==> config.mk <==
export PLATFORM = sky130hd
export DESIGN_NAME = epsilon_greedy_q_update
export DESIGN_NICKNAME = d
export VERILOG_FILES = /design/src/rtl/core/egq_pkg.sv /design/src/rtl/core/egq_mul.sv /design/src/rtl/core/egq_arms.sv /design/src/rtl/core/epsilon_greedy_q_update.sv
export SDC_FILE = /design/constraint.sdc
export NUM_CORES = 2
export LEC_CHECK = 0
export CAP_MARGIN = 20
export CORE_MARGIN = 2
export CORE_UTILIZATION = 65
export CTS_CLUSTER_SIZE = 40
export DETAILED_ROUTE_END_ITERATION = 10
export DONT_BUFFER_PORTS = 1
export PLACE_DENSITY = 0.81
export SLEW_MARGIN = 20
export SYNTH_ARGS = -nofsm -noshare
export SYNTH_HDL_FRONTEND = slang
export SYNTH_SLANG_ARGS = --single-unit
export TNS_END_PERCENT = 20
==> constraint.sdc <==
create_clock -name clk -period 7.74 [get_ports clk]
set_input_delay 1.161 -clock clk [delete_from_list [all_inputs] [get_ports clk]]
set_output_delay 1.161 -clock clk [all_outputs]
set_load 0.005 [all_outputs]
==> src/rtl/core/egq_pkg.sv <==
// shared types, widths and constants for the epsilon-greedy arm selector
// no dependencies; used by every module of the block
package egq_pkg;

    localparam int NUM_ARMS_DEF = 5;

    localparam int ARM_W    = 3;
    localparam int RATE_W   = 17;
    localparam int LOSS_W   = 17;
    localparam int DRAW_W   = 16;
    localparam int REWARD_W = 19;
    localparam int VALUE_W  = 32;
    localparam int STEP_W   = 16;
    localparam int CFG_IDX_W = 3;
    localparam int FRAC_W   = 16;

    localparam int IN_DATA_W  = 40;
    localparam int OUT_DATA_W = 96;

    // shared scaling unit: operand, product and rounded result widths
    localparam int MUL_A_W   = 36;
    localparam int MUL_P_W   = MUL_A_W + RATE_W + 1;
    localparam int MUL_RES_W = MUL_P_W - FRAC_W;
    localparam int UPD_W     = MUL_RES_W + 1;

    localparam logic [RATE_W-1:0] ONE_Q16 = RATE_W'(65536);

    localparam logic [RATE_W-1:0] INITIAL_EPSILON_RST = RATE_W'(58982);
    localparam logic [RATE_W-1:0] EPSILON_DECAY_RST   = RATE_W'(64225);
    localparam logic [RATE_W-1:0] EPSILON_FLOOR_RST   = RATE_W'(3277);
    localparam logic [RATE_W-1:0] DISCOUNT_RST        = RATE_W'(62259);
    localparam logic [RATE_W-1:0] LEARN_RATE_RST      = RATE_W'(6554);
    localparam logic [ARM_W-1:0]  BONUS_ARM_RST       = ARM_W'(4);
    localparam logic [RATE_W-1:0] BONUS_AMOUNT_RST    = RATE_W'(9830);

    typedef enum logic [CFG_IDX_W-1:0] {
        CFG_INITIAL_EPSILON = 3'd0,
        CFG_EPSILON_DECAY   = 3'd1,
        CFG_EPSILON_FLOOR   = 3'd2,
        CFG_DISCOUNT        = 3'd3,
        CFG_LEARN_RATE      = 3'd4,
        CFG_BONUS_ARM       = 3'd5,
        CFG_BONUS_AMOUNT    = 3'd6
    } cfg_idx_t;

    typedef enum logic [2:0] {
        ST_IDLE,
        ST_SCAN_BEST,
        ST_TGT_MUL,
        ST_UPD_MUL,
        ST_EPS_MUL,
        ST_SCAN_PICK,
        ST_OUT
    } state_t;

    typedef struct packed {
        logic               scan_start;
        logic               wr_en;
        logic [VALUE_W-1:0] wr_data;
    } arm_req_t;

    typedef struct packed {
        logic               scan_done;
        logic [VALUE_W-1:0] best_value;
        logic [VALUE_W-1:0] cap_value;
    } arm_stat_t;

endpackage

==> src/rtl/core/egq_mul.sv <==
// shared scaling unit: signed operand times unsigned Q1.16 rate, rounded half up
// three register stages; depends on egq_pkg
module egq_mul
(
    input  logic                                  clk,
    input  logic                                  rst_n,
    input  logic                                  start,
    input  logic signed [egq_pkg::MUL_A_W-1:0]    a,
    input  logic        [egq_pkg::RATE_W-1:0]     rate,
    output logic                                  done,
    output logic signed [egq_pkg::MUL_RES_W-1:0]  res
);

    localparam logic signed [egq_pkg::MUL_P_W-1:0] ROUND_HALF =
        egq_pkg::MUL_P_W'(32768);

    logic signed [egq_pkg::MUL_A_W-1:0]   a_reg;
    logic        [egq_pkg::RATE_W-1:0]    rate_reg;
    logic signed [egq_pkg::MUL_P_W-1:0]   prod_reg;
    logic signed [egq_pkg::MUL_P_W-1:0]   prod_next;
    logic signed [egq_pkg::MUL_P_W-1:0]   rnd_sum;
    logic signed [egq_pkg::MUL_RES_W-1:0] res_reg;
    logic        [2:0]                    vld_reg;

    assign prod_next = egq_pkg::MUL_P_W'(a_reg) *
                       egq_pkg::MUL_P_W'($signed({1'b0, rate_reg}));
    assign rnd_sum   = prod_reg + ROUND_HALF;

    always_ff @(posedge clk)
    begin
        if (start)
        begin
            a_reg    <= a;
            rate_reg <= rate;
        end
        prod_reg <= prod_next;
        res_reg  <= egq_pkg::MUL_RES_W'(rnd_sum >>> egq_pkg::FRAC_W);
    end

    always_ff @(posedge clk or negedge rst_n)
    begin
        if (!rst_n)
        begin
            vld_reg <= '0;
        end
        else
        begin
            vld_reg <= {vld_reg[1:0], start};
        end
    end

    assign done = vld_reg[2];
    assign res  = res_reg;

endmodule

==> src/rtl/core/egq_arms.sv <==
// arm value store with one registered read port and a sequential maximum scan
// depends on egq_pkg
module egq_arms
#(
    parameter int NUM_ARMS = egq_pkg::NUM_ARMS_DEF
)
(
    input  logic                          clk,
    input  logic                          rst_n,
    input  egq_pkg::arm_req_t             req,
    input  logic [$clog2(NUM_ARMS)-1:0]   arm_idx,
    output egq_pkg::arm_stat_t            stat,
    output logic [$clog2(NUM_ARMS)-1:0]   best_idx
);

    localparam int IDX_W = $clog2(NUM_ARMS);
    localparam logic [IDX_W-1:0] LAST_IDX = IDX_W'(NUM_ARMS - 1);

    logic signed [egq_pkg::VALUE_W-1:0] mem [NUM_ARMS];
    logic        [NUM_ARMS-1:0]         valid_reg;

    logic                               scan_reg;
    logic        [IDX_W-1:0]            rd_addr_reg;
    logic                               cmp_reg;
    logic        [IDX_W-1:0]            cmp_idx_reg;
    logic                               rd_valid_reg;
    logic signed [egq_pkg::VALUE_W-1:0] rd_data_reg;
    logic signed [egq_pkg::VALUE_W-1:0] rd_value;
    logic        [IDX_W-1:0]            cap_idx_reg;
    logic                               done_reg;
    logic signed [egq_pkg::VALUE_W-1:0] best_reg;
    logic        [IDX_W-1:0]            best_idx_reg;
    logic signed [egq_pkg::VALUE_W-1:0] cap_reg;

    // entries never written read as zero
    assign rd_value = rd_valid_reg ? rd_data_reg : '0;

    always_ff @(posedge clk)
    begin
        if (req.wr_en)
        begin
            mem[arm_idx] <= $signed(req.wr_data);
        end
        rd_data_reg <= mem[rd_addr_reg];
    end

    always_ff @(posedge clk or negedge rst_n)
    begin
        if (!rst_n)
        begin
            valid_reg    <= '0;
            scan_reg     <= 1'b0;
            rd_addr_reg  <= '0;
            cmp_reg      <= 1'b0;
            cmp_idx_reg  <= '0;
            rd_valid_reg <= 1'b0;
            cap_idx_reg  <= '0;
            done_reg     <= 1'b0;
        end
        else
        begin
            if (req.wr_en)
            begin
                valid_reg[arm_idx] <= 1'b1;
            end
            if (req.scan_start)
            begin
                scan_reg    <= 1'b1;
                rd_addr_reg <= '0;
                cap_idx_reg <= arm_idx;
            end
            else if (scan_reg)
            begin
                scan_reg <= (rd_addr_reg != LAST_IDX);
                if (rd_addr_reg != LAST_IDX)
                begin
                    rd_addr_reg <= rd_addr_reg + IDX_W'(1);
                end
            end
            cmp_reg      <= scan_reg;
            cmp_idx_reg  <= rd_addr_reg;
            rd_valid_reg <= valid_reg[rd_addr_reg];
            done_reg     <= cmp_reg && (cmp_idx_reg == LAST_IDX);
        end
    end

    // strict compare keeps the lowest index among equal maxima
    always_ff @(posedge clk)
    begin
        if (cmp_reg)
        begin
            if ((cmp_idx_reg == '0) || (rd_value > best_reg))
            begin
                best_reg     <= rd_value;
                best_idx_reg <= cmp_idx_reg;
            end
            if (cmp_idx_reg == cap_idx_reg)
            begin
                cap_reg <= rd_value;
            end
        end
    end

    assign stat.scan_done  = done_reg;
    assign stat.best_value = best_reg;
    assign stat.cap_value  = cap_reg;
    assign best_idx        = best_idx_reg;

endmodule

==> src/rtl/core/epsilon_greedy_q_update.sv <==
// Between acceptance of an evaluation word and the load of its result word into the
// output register, the block makes two passes over the arm value store through its
// single read port (one value per cycle plus the read and compare stages) and three
// products through the one shared three-stage scaling unit (discounted best value,
// learning step, epsilon decay). The input is not ready during that time and is ready
// again in the cycle after the load, so no new word is taken before the last result is
// loaded. A finished result waits in the output register while the next word is taken,
// and only a still-unread result stalls the end of the following one. No clearing pass
// is needed after reset.
// top level: sequencer, configuration registers and stream ports; uses egq_pkg,
// egq_mul and egq_arms
module epsilon_greedy_q_update
#(
    parameter int NUM_ARMS = egq_pkg::NUM_ARMS_DEF
)
(
    input  logic                               clk,
    input  logic                               rst_n,
    input  logic                               s_tvalid,
    output logic                               s_tready,
    // loss_frac[16:0], explore_draw[32:17], explore_pick[35:33], zero fill
    input  logic [egq_pkg::IN_DATA_W-1:0]      s_tdata,
    output logic                               m_tvalid,
    input  logic                               m_tready,
    // previous_arm[2:0], chosen_arm[5:3], explored[6], reward_value[25:7],
    // updated_value[57:26], epsilon_now[74:58], step_count[90:75], zero fill
    output logic [egq_pkg::OUT_DATA_W-1:0]     m_tdata,
    input  logic                               cfg_we,
    input  logic [egq_pkg::CFG_IDX_W-1:0]      cfg_index,
    input  logic [egq_pkg::RATE_W-1:0]         cfg_data
);

    localparam int IDX_W = $clog2(NUM_ARMS);
    localparam logic [IDX_W-1:0] LAST_IDX = IDX_W'(NUM_ARMS - 1);
    localparam int PAD_W = egq_pkg::OUT_DATA_W - (2 * egq_pkg::ARM_W + 1 +
        egq_pkg::REWARD_W + egq_pkg::VALUE_W + egq_pkg::RATE_W + egq_pkg::STEP_W);

    egq_pkg::state_t state_reg;
    egq_pkg::state_t state_next;

    logic [egq_pkg::RATE_W-1:0]   decay_reg;
    logic [egq_pkg::RATE_W-1:0]   floor_reg;
    logic [egq_pkg::RATE_W-1:0]   discount_reg;
    logic [egq_pkg::RATE_W-1:0]   learn_rate_reg;
    logic [egq_pkg::ARM_W-1:0]    bonus_arm_reg;
    logic [egq_pkg::RATE_W-1:0]   bonus_amount_reg;

    logic [egq_pkg::RATE_W-1:0]   epsilon_reg;
    logic [IDX_W-1:0]             current_arm_reg;
    logic [egq_pkg::STEP_W-1:0]   steps_reg;

    logic [egq_pkg::DRAW_W-1:0]   draw_reg;
    logic [egq_pkg::ARM_W-1:0]    pick_reg;
    logic [IDX_W-1:0]             prev_reg;
    logic [egq_pkg::REWARD_W-1:0] reward_reg;
    logic [egq_pkg::VALUE_W-1:0]  updated_reg;
    logic                         explored_reg;
    logic                         m_tvalid_reg;
    logic [egq_pkg::OUT_DATA_W-1:0] out_data_reg;

    logic                         accept;
    logic                         out_free;
    logic [egq_pkg::LOSS_W-1:0]   loss_in;
    logic [egq_pkg::LOSS_W-1:0]   loss_cap;
    logic [egq_pkg::REWARD_W-1:0] reward_next;

    logic                                   mul_start;
    logic signed [egq_pkg::MUL_A_W-1:0]     mul_a;
    logic        [egq_pkg::RATE_W-1:0]      mul_rate;
    logic                                   mul_done;
    logic signed [egq_pkg::MUL_RES_W-1:0]   mul_res;

    egq_pkg::arm_req_t            arm_req;
    egq_pkg::arm_stat_t           arm_stat;
    logic [IDX_W-1:0]             best_idx;

    logic signed [egq_pkg::UPD_W-1:0]   upd_wide;
    logic        [egq_pkg::VALUE_W-1:0] upd_sat;
    logic        [egq_pkg::RATE_W-1:0]  eps_decayed;
    logic        [egq_pkg::RATE_W-1:0]  floor_cap;
    logic        [egq_pkg::RATE_W-1:0]  eps_new;
    logic                               explore_now;
    logic        [IDX_W-1:0]            pick_arm;

    assign accept   = s_tvalid && s_tready;
    assign out_free = !m_tvalid_reg || m_tready;

    assign loss_in  = s_tdata[egq_pkg::LOSS_W-1:0];
    assign loss_cap = (loss_in > egq_pkg::ONE_Q16) ? egq_pkg::ONE_Q16 : loss_in;

    // reward = 1 - 2*loss (+ bonus), exact in 19-bit two's complement
    always_comb
    begin
        reward_next = egq_pkg::REWARD_W'(egq_pkg::ONE_Q16) - {1'b0, loss_cap, 1'b0};
        if (int'(bonus_arm_reg) == int'(current_arm_reg))
        begin
            reward_next = reward_next + egq_pkg::REWARD_W'(bonus_amount_reg);
        end
    end

    // saturate the new value to 32 bits
    assign upd_wide = egq_pkg::UPD_W'($signed(arm_stat.cap_value)) +
                      egq_pkg::UPD_W'(mul_res);
    always_comb
    begin
        if ((&upd_wide[egq_pkg::UPD_W-1:egq_pkg::VALUE_W-1]) ||
            (~|upd_wide[egq_pkg::UPD_W-1:egq_pkg::VALUE_W-1]))
        begin
            upd_sat = upd_wide[egq_pkg::VALUE_W-1:0];
        end
        else if (upd_wide[egq_pkg::UPD_W-1])
        begin
            upd_sat = {1'b1, {(egq_pkg::VALUE_W-1){1'b0}}};
        end
        else
        begin
            upd_sat = {1'b0, {(egq_pkg::VALUE_W-1){1'b1}}};
        end
    end

    assign eps_decayed = (mul_res > egq_pkg::MUL_RES_W'(egq_pkg::ONE_Q16)) ?
                         egq_pkg::ONE_Q16 : mul_res[egq_pkg::RATE_W-1:0];
    assign floor_cap   = (floor_reg > egq_pkg::ONE_Q16) ? egq_pkg::ONE_Q16 : floor_reg;
    assign eps_new     = (eps_decayed < floor_cap) ? floor_cap : eps_decayed;

    assign explore_now = ({1'b0, draw_reg} < epsilon_reg);
    assign pick_arm    = (int'(pick_reg) >= NUM_ARMS) ? LAST_IDX : IDX_W'(pick_reg);

    // next state
    always_comb
    begin
        state_next = state_reg;
        unique case (state_reg)
            egq_pkg::ST_IDLE:
            begin
                if (accept)
                begin
                    state_next = egq_pkg::ST_SCAN_BEST;
                end
            end
            egq_pkg::ST_SCAN_BEST:
            begin
                if (arm_stat.scan_done)
                begin
                    state_next = egq_pkg::ST_TGT_MUL;
                end
            end
            egq_pkg::ST_TGT_MUL:
            begin
                if (mul_done)
                begin
                    state_next = egq_pkg::ST_UPD_MUL;
                end
            end
            egq_pkg::ST_UPD_MUL:
            begin
                if (mul_done)
                begin
                    state_next = egq_pkg::ST_EPS_MUL;
                end
            end
            egq_pkg::ST_EPS_MUL:
            begin
                if (mul_done)
                begin
                    state_next = egq_pkg::ST_SCAN_PICK;
                end
            end
            egq_pkg::ST_SCAN_PICK:
            begin
                if (arm_stat.scan_done)
                begin
                    state_next = egq_pkg::ST_OUT;
                end
            end
            egq_pkg::ST_OUT:
            begin
                if (out_free)
                begin
                    state_next = egq_pkg::ST_IDLE;
                end
            end
            default:
            begin
                state_next = egq_pkg::ST_IDLE;
            end
        endcase
    end

    // control outputs and shared unit operands
    always_comb
    begin
        s_tready           = 1'b0;
        mul_start          = 1'b0;
        mul_a              = '0;
        mul_rate           = '0;
        arm_req.scan_start = 1'b0;
        arm_req.wr_en      = 1'b0;
        arm_req.wr_data    = upd_sat;
        unique case (state_reg)
            egq_pkg::ST_IDLE:
            begin
                s_tready           = 1'b1;
                arm_req.scan_start = s_tvalid;
            end
            egq_pkg::ST_SCAN_BEST:
            begin
                mul_start = arm_stat.scan_done;
                mul_a     = egq_pkg::MUL_A_W'($signed(arm_stat.best_value));
                mul_rate  = discount_reg;
            end
            egq_pkg::ST_TGT_MUL:
            begin
                mul_start = mul_done;
                mul_a     = egq_pkg::MUL_A_W'($signed(reward_reg)) +
                            egq_pkg::MUL_A_W'(mul_res) -
                            egq_pkg::MUL_A_W'($signed(arm_stat.cap_value));
                mul_rate  = learn_rate_reg;
            end
            egq_pkg::ST_UPD_MUL:
            begin
                arm_req.wr_en = mul_done;
                mul_start     = mul_done;
                mul_a         = $signed(egq_pkg::MUL_A_W'(epsilon_reg));
                mul_rate      = decay_reg;
            end
            egq_pkg::ST_EPS_MUL:
            begin
                arm_req.scan_start = mul_done;
            end
            egq_pkg::ST_SCAN_PICK:
            begin
            end
            egq_pkg::ST_OUT:
            begin
            end
            default:
            begin
            end
        endcase
    end

    always_ff @(posedge clk or negedge rst_n)
    begin
        if (!rst_n)
        begin
            state_reg        <= egq_pkg::ST_IDLE;
            decay_reg        <= egq_pkg::EPSILON_DECAY_RST;
            floor_reg        <= egq_pkg::EPSILON_FLOOR_RST;
            discount_reg     <= egq_pkg::DISCOUNT_RST;
            learn_rate_reg   <= egq_pkg::LEARN_RATE_RST;
            bonus_arm_reg    <= egq_pkg::BONUS_ARM_RST;
            bonus_amount_reg <= egq_pkg::BONUS_AMOUNT_RST;
            epsilon_reg      <= egq_pkg::INITIAL_EPSILON_RST;
            current_arm_reg  <= '0;
            steps_reg        <= '0;
            m_tvalid_reg     <= 1'b0;
        end
        else
        begin
            state_reg <= state_next;

            if (cfg_we)
            begin
                unique case (egq_pkg::cfg_idx_t'(cfg_index))
                    egq_pkg::CFG_INITIAL_EPSILON:
                    begin
                        epsilon_reg  <= (cfg_data > egq_pkg::ONE_Q16) ?
                                        egq_pkg::ONE_Q16 : cfg_data;
                    end
                    egq_pkg::CFG_EPSILON_DECAY:  decay_reg        <= cfg_data;
                    egq_pkg::CFG_EPSILON_FLOOR:  floor_reg        <= cfg_data;
                    egq_pkg::CFG_DISCOUNT:       discount_reg     <= cfg_data;
                    egq_pkg::CFG_LEARN_RATE:     learn_rate_reg   <= cfg_data;
                    egq_pkg::CFG_BONUS_ARM:
                    begin
                        bonus_arm_reg <= cfg_data[egq_pkg::ARM_W-1:0];
                    end
                    egq_pkg::CFG_BONUS_AMOUNT:   bonus_amount_reg <= cfg_data;
                    default:
                    begin
                    end
                endcase
            end
            else if ((state_reg == egq_pkg::ST_EPS_MUL) && mul_done)
            begin
                epsilon_reg <= eps_new;
                if (steps_reg != '1)
                begin
                    steps_reg <= steps_reg + egq_pkg::STEP_W'(1);
                end
            end

            if ((state_reg == egq_pkg::ST_SCAN_PICK) && arm_stat.scan_done)
            begin
                current_arm_reg <= explore_now ? pick_arm : best_idx;
            end

            if ((state_reg == egq_pkg::ST_OUT) && out_free)
            begin
                m_tvalid_reg <= 1'b1;
            end
            else if (m_tready)
            begin
                m_tvalid_reg <= 1'b0;
            end
        end
    end

    always_ff @(posedge clk)
    begin
        if (accept)
        begin
            draw_reg   <= s_tdata[egq_pkg::LOSS_W +: egq_pkg::DRAW_W];
            pick_reg   <= s_tdata[egq_pkg::LOSS_W + egq_pkg::DRAW_W +: egq_pkg::ARM_W];
            prev_reg   <= current_arm_reg;
            reward_reg <= reward_next;
        end
        if ((state_reg == egq_pkg::ST_UPD_MUL) && mul_done)
        begin
            updated_reg <= upd_sat;
        end
        if ((state_reg == egq_pkg::ST_SCAN_PICK) && arm_stat.scan_done)
        begin
            explored_reg <= explore_now;
        end
        if ((state_reg == egq_pkg::ST_OUT) && out_free)
        begin
            out_data_reg <= {{PAD_W{1'b0}}, steps_reg, epsilon_reg, updated_reg,
                             reward_reg, explored_reg,
                             egq_pkg::ARM_W'(current_arm_reg),
                             egq_pkg::ARM_W'(prev_reg)};
        end
    end

    assign m_tvalid = m_tvalid_reg;
    assign m_tdata  = out_data_reg;

    egq_mul u_mul
    (
        .clk   (clk),
        .rst_n (rst_n),
        .start (mul_start),
        .a     (mul_a),
        .rate  (mul_rate),
        .done  (mul_done),
        .res   (mul_res)
    );

    egq_arms
    #(
        .NUM_ARMS (NUM_ARMS)
    )
    u_arms
    (
        .clk      (clk),
        .rst_n    (rst_n),
        .req      (arm_req),
        .arm_idx  (current_arm_reg),
        .stat     (arm_stat),
        .best_idx (best_idx)
    );

endmodule

# After elaboration in Yosys (flattened, before gate mapping)
# Memories as Yosys holds them, arrays and structs flattened. A register that Yosys moved wholly into a read port is not among the register bits.
# Cells that the tools add are included.
[op_classes]
addsub = 8
multipliers = 1
n_lt_le_gt_ge = 11
n_eq_ne = 25
muxes = 41
bitwise = 2
n_reduce_logical = 34
[ops]
columns = ["cell", "count"]
rows = [
  ["17-bit two-way mux", 8],
  ["36-bit case mux with 3 select lines", 1],
  ["32-bit two-way mux", 3],
  ["54-bit by 17-bit adder with 54-bit output (second input constant)", 1],
  ["36-bit by 18-bit multiplier with 54-bit output", 1],
  ["17-bit greater-than comparator (second input constant)", 3],
  ["17-bit case mux with 3 select lines", 1],
  ["32-bit by 38-bit adder with 39-bit output", 1],
  ["38-bit by 17-bit greater-than comparator with 1-bit output (second input constant)", 1],
  ["19-bit by 36-bit adder with 36-bit output", 1],
  ["3-bit two-way mux", 12],
  ["36-bit by 32-bit subtractor with 36-bit output", 1],
  ["32-bit greater-than comparator", 1],
  ["3-bit equality test (second input constant)", 7],
  ["3-bit case mux with 7 select lines", 1],
  ["2-bit AND reduction", 10],
  ["19-bit by 17-bit adder with 19-bit output", 1],
  ["19-bit two-way mux", 1],
  ["17-bit by 18-bit subtractor with 19-bit output (first input constant)", 1],
  ["16-bit by 17-bit < comparator with 1-bit output", 1],
  ["17-bit < comparator", 1],
  ["16-bit by 1-bit adder with 16-bit output (second input constant)", 1],
  ["16-bit inequality test (second input constant)", 1],
  ["3-bit by 2-bit equality test with 1-bit output (second input constant)", 4],
  ["other kinds (25)", 58],
]
[word_totals]
regBits = 526
ramBits = 160
inputBits = 65
out_inout_bits = 98
word_cells = 157
n_memories = 1
[memory_table]
columns = ["name", "depth", "word_bits", "rd", "rd_ports_with_merged_regs", "wr", "line_no", "text"]
rows = [
  ["u_arms.mem", 5, 32, 1, 1, 1, "egq_arms.sv:19", "logic signed [egq_pkg::VALUE_W-1:0] mem [NUM_ARMS];"],
]

# Logic depth before layout (Yosys ltp)
[logic_depth]
word_depth = 6
ltp_mapped = 28
depth_no_buf = 25

# By module
# Synthesis repeated with hierarchy kept, for this count alone.
[unflattened]
cells_unflattened = 4870
area_unflattened_um2 = 53552.6
[modules_own_cells]
columns = ["mod", "instances", "cells_each", "area_each_um2", "seq_area_each_um2"]
rows = [
  ["egq_mul", 1, 2538, 24303.3, 3208.1],
  ["epsilon_greedy_q_update", 1, 1784, 18865.6, 8221.6],
  ["egq_arms", 1, 548, 10383.7, 7907.6],
]

# Worst setup path before layout
# Ideal clock, no wire load.
[synth_timing]
path_kind = "register -> register"
from = "register u_mul.rate_reg[11] (netlist name)"
to = "register u_mul.prod_reg[52] (netlist name)"
setup_time_ns = 0.120
t_arrival_ns = 6.357
required_time_ns = 7.620
slack_ns = 1.263
stages_incl_launch_ff = 23
path_buffers = 2
synth_period_minus_slack_ns = 6.477
path_cell_list = "edfxtp_1 -> clkbuf_1 -> clkbuf_1 -> nand2_1 -> fa_1 -> inv_1 -> fa_1 -> inv_1 -> fa_1 -> inv_1 -> fa_1 -> fa_1 -> fa_1 -> ha_1 -> nand4_1 -> or2_2 -> o211ai_1 -> a211oi_1 -> o311ai_0 -> nand4_1 -> a31oi_1 -> a21oi_1 -> xnor2_1"
[synth_via]
elab_chain_cells = 1
[synth_lines]
columns = ["item", "line_no", "text"]
rows = [
  ["start, declared", "egq_mul.sv:18", "logic [egq_pkg::RATE_W-1:0] rate_reg;"],
  ["start signal, assigned", "egq_mul.sv:34", "rate_reg <= rate;"],
  ["36-bit by 18-bit multiplier with 54-bit output", "egq_mul.sv:25", "assign prod_next = egq_pkg::MUL_P_W'(a_reg) *"],
  ["net u_mul.prod_next (one bit)", "egq_mul.sv:20", "logic signed [egq_pkg::MUL_P_W-1:0] prod_next;"],
  ["end signal, assigned", "egq_mul.sv:36", "prod_reg <= prod_next;"],
  ["end, declared", "egq_mul.sv:19", "logic signed [egq_pkg::MUL_P_W-1:0] prod_reg;"],
]
# The timed path passes the listed nets, and every way through them passes these cells.
# A chain may end at the register's enable or synchronous reset.

# Final worst setup path
[layout_timing]
from = "register u_mul.a_reg[8] (netlist name)"
to = "register u_mul.prod_reg[53] (netlist name)"
[layout_via]
elab_chain_cells = 1
[layout_lines]
columns = ["item", "line_no", "text"]
rows = [
  ["start, declared", "egq_mul.sv:17", "logic signed [egq_pkg::MUL_A_W-1:0] a_reg;"],
  ["start signal, assigned", "egq_mul.sv:33", "a_reg <= a;"],
  ["36-bit by 18-bit multiplier with 54-bit output", "egq_mul.sv:25", ""],
  ["net u_mul.prod_next (one bit)", "egq_mul.sv:20", ""],
]
# The timed path passes the listed nets, and every way through them passes these cells.

==> metrics.cfg <==
[timing]
period_minus_slack_ps = 7300
hold_viol_final = 0
min_period_over_period_pct = 94.3
rsz0062_at_grt = no
worst_slew_pin_slew_ps = 1160
whs_ps = 228
final.setup.tns_ps = 0
maxSlewHeadroom_pct = 22.9
drv_slew = 0
setup_viol = 0
clock_skew_ps = 55.0
fmax_mhz = 137

[route]
drt_wl_total_mm = 128
drt_iter0_markers = 2864
ant_nets = 0
vias = 35600
vias_per_cell = 5.96
drc_errors = 0
wire_per_inst_microns = 21.5
dr.pass1.iters = 6

[worst_setup_path]
criticalPathCategory = reg -> reg
crit_fanout = 9
start_kind = flop
crit_required_ps = 8280
critPathArrivalTime_ps = 7830
critPathCaptureType = flop

[die]
std_cell_rows = 105
die_area_sq_um = 84400
die_x_microns = 291
initial_core_util_pct = 65.3
fp.dieH_microns = 291
ioPinCount = 163
core_area_sq_um = 81700

[global_route]
track_usage_pct = 31.4
grt_pass1_vias = 37300
antenna_found_initial = 1
grt_pass1_wl_mm = 206
overflow = 0
grt_max_degree = 150

[placement]
place_area_sq_um = 54800
post-place-cells = 5839
gp_congestion = 0.951
port_buffers = 0
post-dp-hpwl_mm = 95.8

[yosys]
synth_edf_count = 445
yosys_register_bits = 703
synth_cell_types = 87
yosysWarnings = 0
syn_inst = 4868
ys_seq_area_share_pct = 36.2
avgSynthCellArea_sq_um = 11.0
syn_area_sq_um = 53400
synthFlopType = edfxtp_1
synthArstFlopShare_pct = 21.2

[min_path]
hold_path_class = in -> async

[clock_network]
clk_pin_slew_ps = 60
clock_path_buffers = 3
h-tree-depth = 3
cts_tree = built
cts_root_buffer = clkbuf_16
cts-buffers-inserted = 67
clock_latency_ps = 640
cts_sinks = 703

[final_layout]
n_fill_cell = 5681
largest_register_ffs = 160
syn2layout_area_growth_pct = 6.96
n_antenna_cell = 0
stdcell_count = 5967
postLayoutCellArea_sq_um = 57100
final_nets = 5807
drive_gt1_share_pct = 9.99

[run_status]
status = completed

[flow_run]
drv_cap = 0

-- stage by stage --
step | setup WS (ps) | util (%)
floorplan | 1260 | -
global placement | 579 | 67.0
detailed placement | 409 | 67.0
CTS | 379 | 69.7
global route | 76.3 | 69.8
finish | 442 | 69.8
-- path summary, 6_finish.rpt --
check                            startpoint                  to  slack (ps)  cells past startpoint
max reg2reg                  u_mul.a_reg[8]  u_mul.prod_reg[53]         440                     22
min                                   rst_n        steps_reg[0]         230                      0
max in group asynchronous             rst_n     discount_reg[4]        7120                      0
min reg2reg                u_mul.vld_reg[0]    u_mul.vld_reg[1]         360                      0
min in group clk           u_mul.vld_reg[0]    u_mul.vld_reg[1]         360                      0
max                          u_mul.a_reg[8]  u_mul.prod_reg[53]         440                     22
-- critical path, stage by stage, from the launching register on --
cell and delay, ps:
edfxtp_1 610, and2_1 280, fa_1 500, inv_1 50, fa_1 490, fa_1 520, inv_1 50, fa_1 490
fa_1 540, fa_1 540, ha_1 360, nand3_1 110, a221oi_1 230, o31ai_1 140, buf_4 180, o211ai_1 400
a211oi_1 160, buf_4 190, o311ai_1 390, nand4_1 200, a31oi_1 390, a21oi_1 170, o211ai_1 190
-- final cells by class --
class                   count  area, sq um  area share, %
multi-input cells        3138        30200           53.0
repair buffers             90          791           1.39
clock inverters            29          293          0.513
inverters                 844         3170           5.55
well taps                1070         1340           2.35
flip-flops and latches    703        19300           33.9
clock buffers              93         1910           3.35
-- logic make-up (layout without fill, tap and decap cells) --
family | count (synthesis) | after routing | synth area share [%]
muxes | 191 | 191 | 4.72
DFF | 703 | 703 | 36.2
and+or+nand+nor | 1309 | 1309 | 12.1
AOI/OAI and AO/OA | 546 | 546 | 6.78
adders and majority gates | 898 | 898 | 29.7
buffers and inverters | 1031 | 1056 | 7.34
other | 1 | 5 | 0.00703
xor gates and xnor gates | 189 | 189 | 3.10
-- timing repair --
| item | in CTS | in global routing |
|---|---|---|
| gates resized for setup | 0 | 1 |
| endpoints found under the setup margin | 0 | 2 |
| hold buffers | 0 | 0 |
| buffers inserted | 0 | 3 |
-- cell usage after synthesis (all sizes together) (6+ instances only) --
cell type  count  area (sq um)
a21o          65           488
and2         313          1960
a221oi         7          78.8
a311oi         6          65.1
buf           25           139
a211oi        17           128
nor3          42           215
dfrtp         98          2450
nand3         80           400
and4           6          52.6
inv          843          3160
o21ai        115           576
nor2         143           539
nand2b        28           175
a22oi         35           263
o21bai         9          71.3
nand4         50           313
xnor2        113           990
nor3b          6          45.0
mux4          33           743
ha           282          3530
or3            8          50.1
xor2          76           666
and3          15          93.8
a2111oi        6          90.1
a31oi         12          90.1
or2           19           119
nor4          27           175
a41oi         20           175
dfxtp        109          2180
a21boi         8          60.1
a21oi        171           897
o31ai          8          60.1
o211ai        16           120
edfxtp       445         13400
mux2         153          1720
nor2b         30           188
clkbuf       162           608
dfstp         51          1340
nand2        525          1980
fa           616         12300
o21a          13          97.6
-- metal layers --
metal,vias to the layer above,global-route usage [%],wire [microns]
met3,259,4.94,10500
met4,0,11.2,4450
met5,-,0,0
met1,18000,43.7,52300
met2,1567,50.6,61100
li1,15800,-,-
-- placed cells by master, fill, tap and decap left out, drive strengths merged, types with 50 or more instances in the layout --
cell    instances
a21o           65
a21oi         171
and2          313
buf            90
clkbuf         93
dfrtp          98
dfstp          51
dfxtp         109
edfxtp        445
fa            616
ha            282
inv           849
mux2          153
nand2         525
nand3          80
nand4          50
nor2          143
o21ai         115
xnor2         113
xor2           76
Power is left out: the tool's default activity adds up to more than one toggle a clock period on the data nets, which glitch-free logic cannot reach.
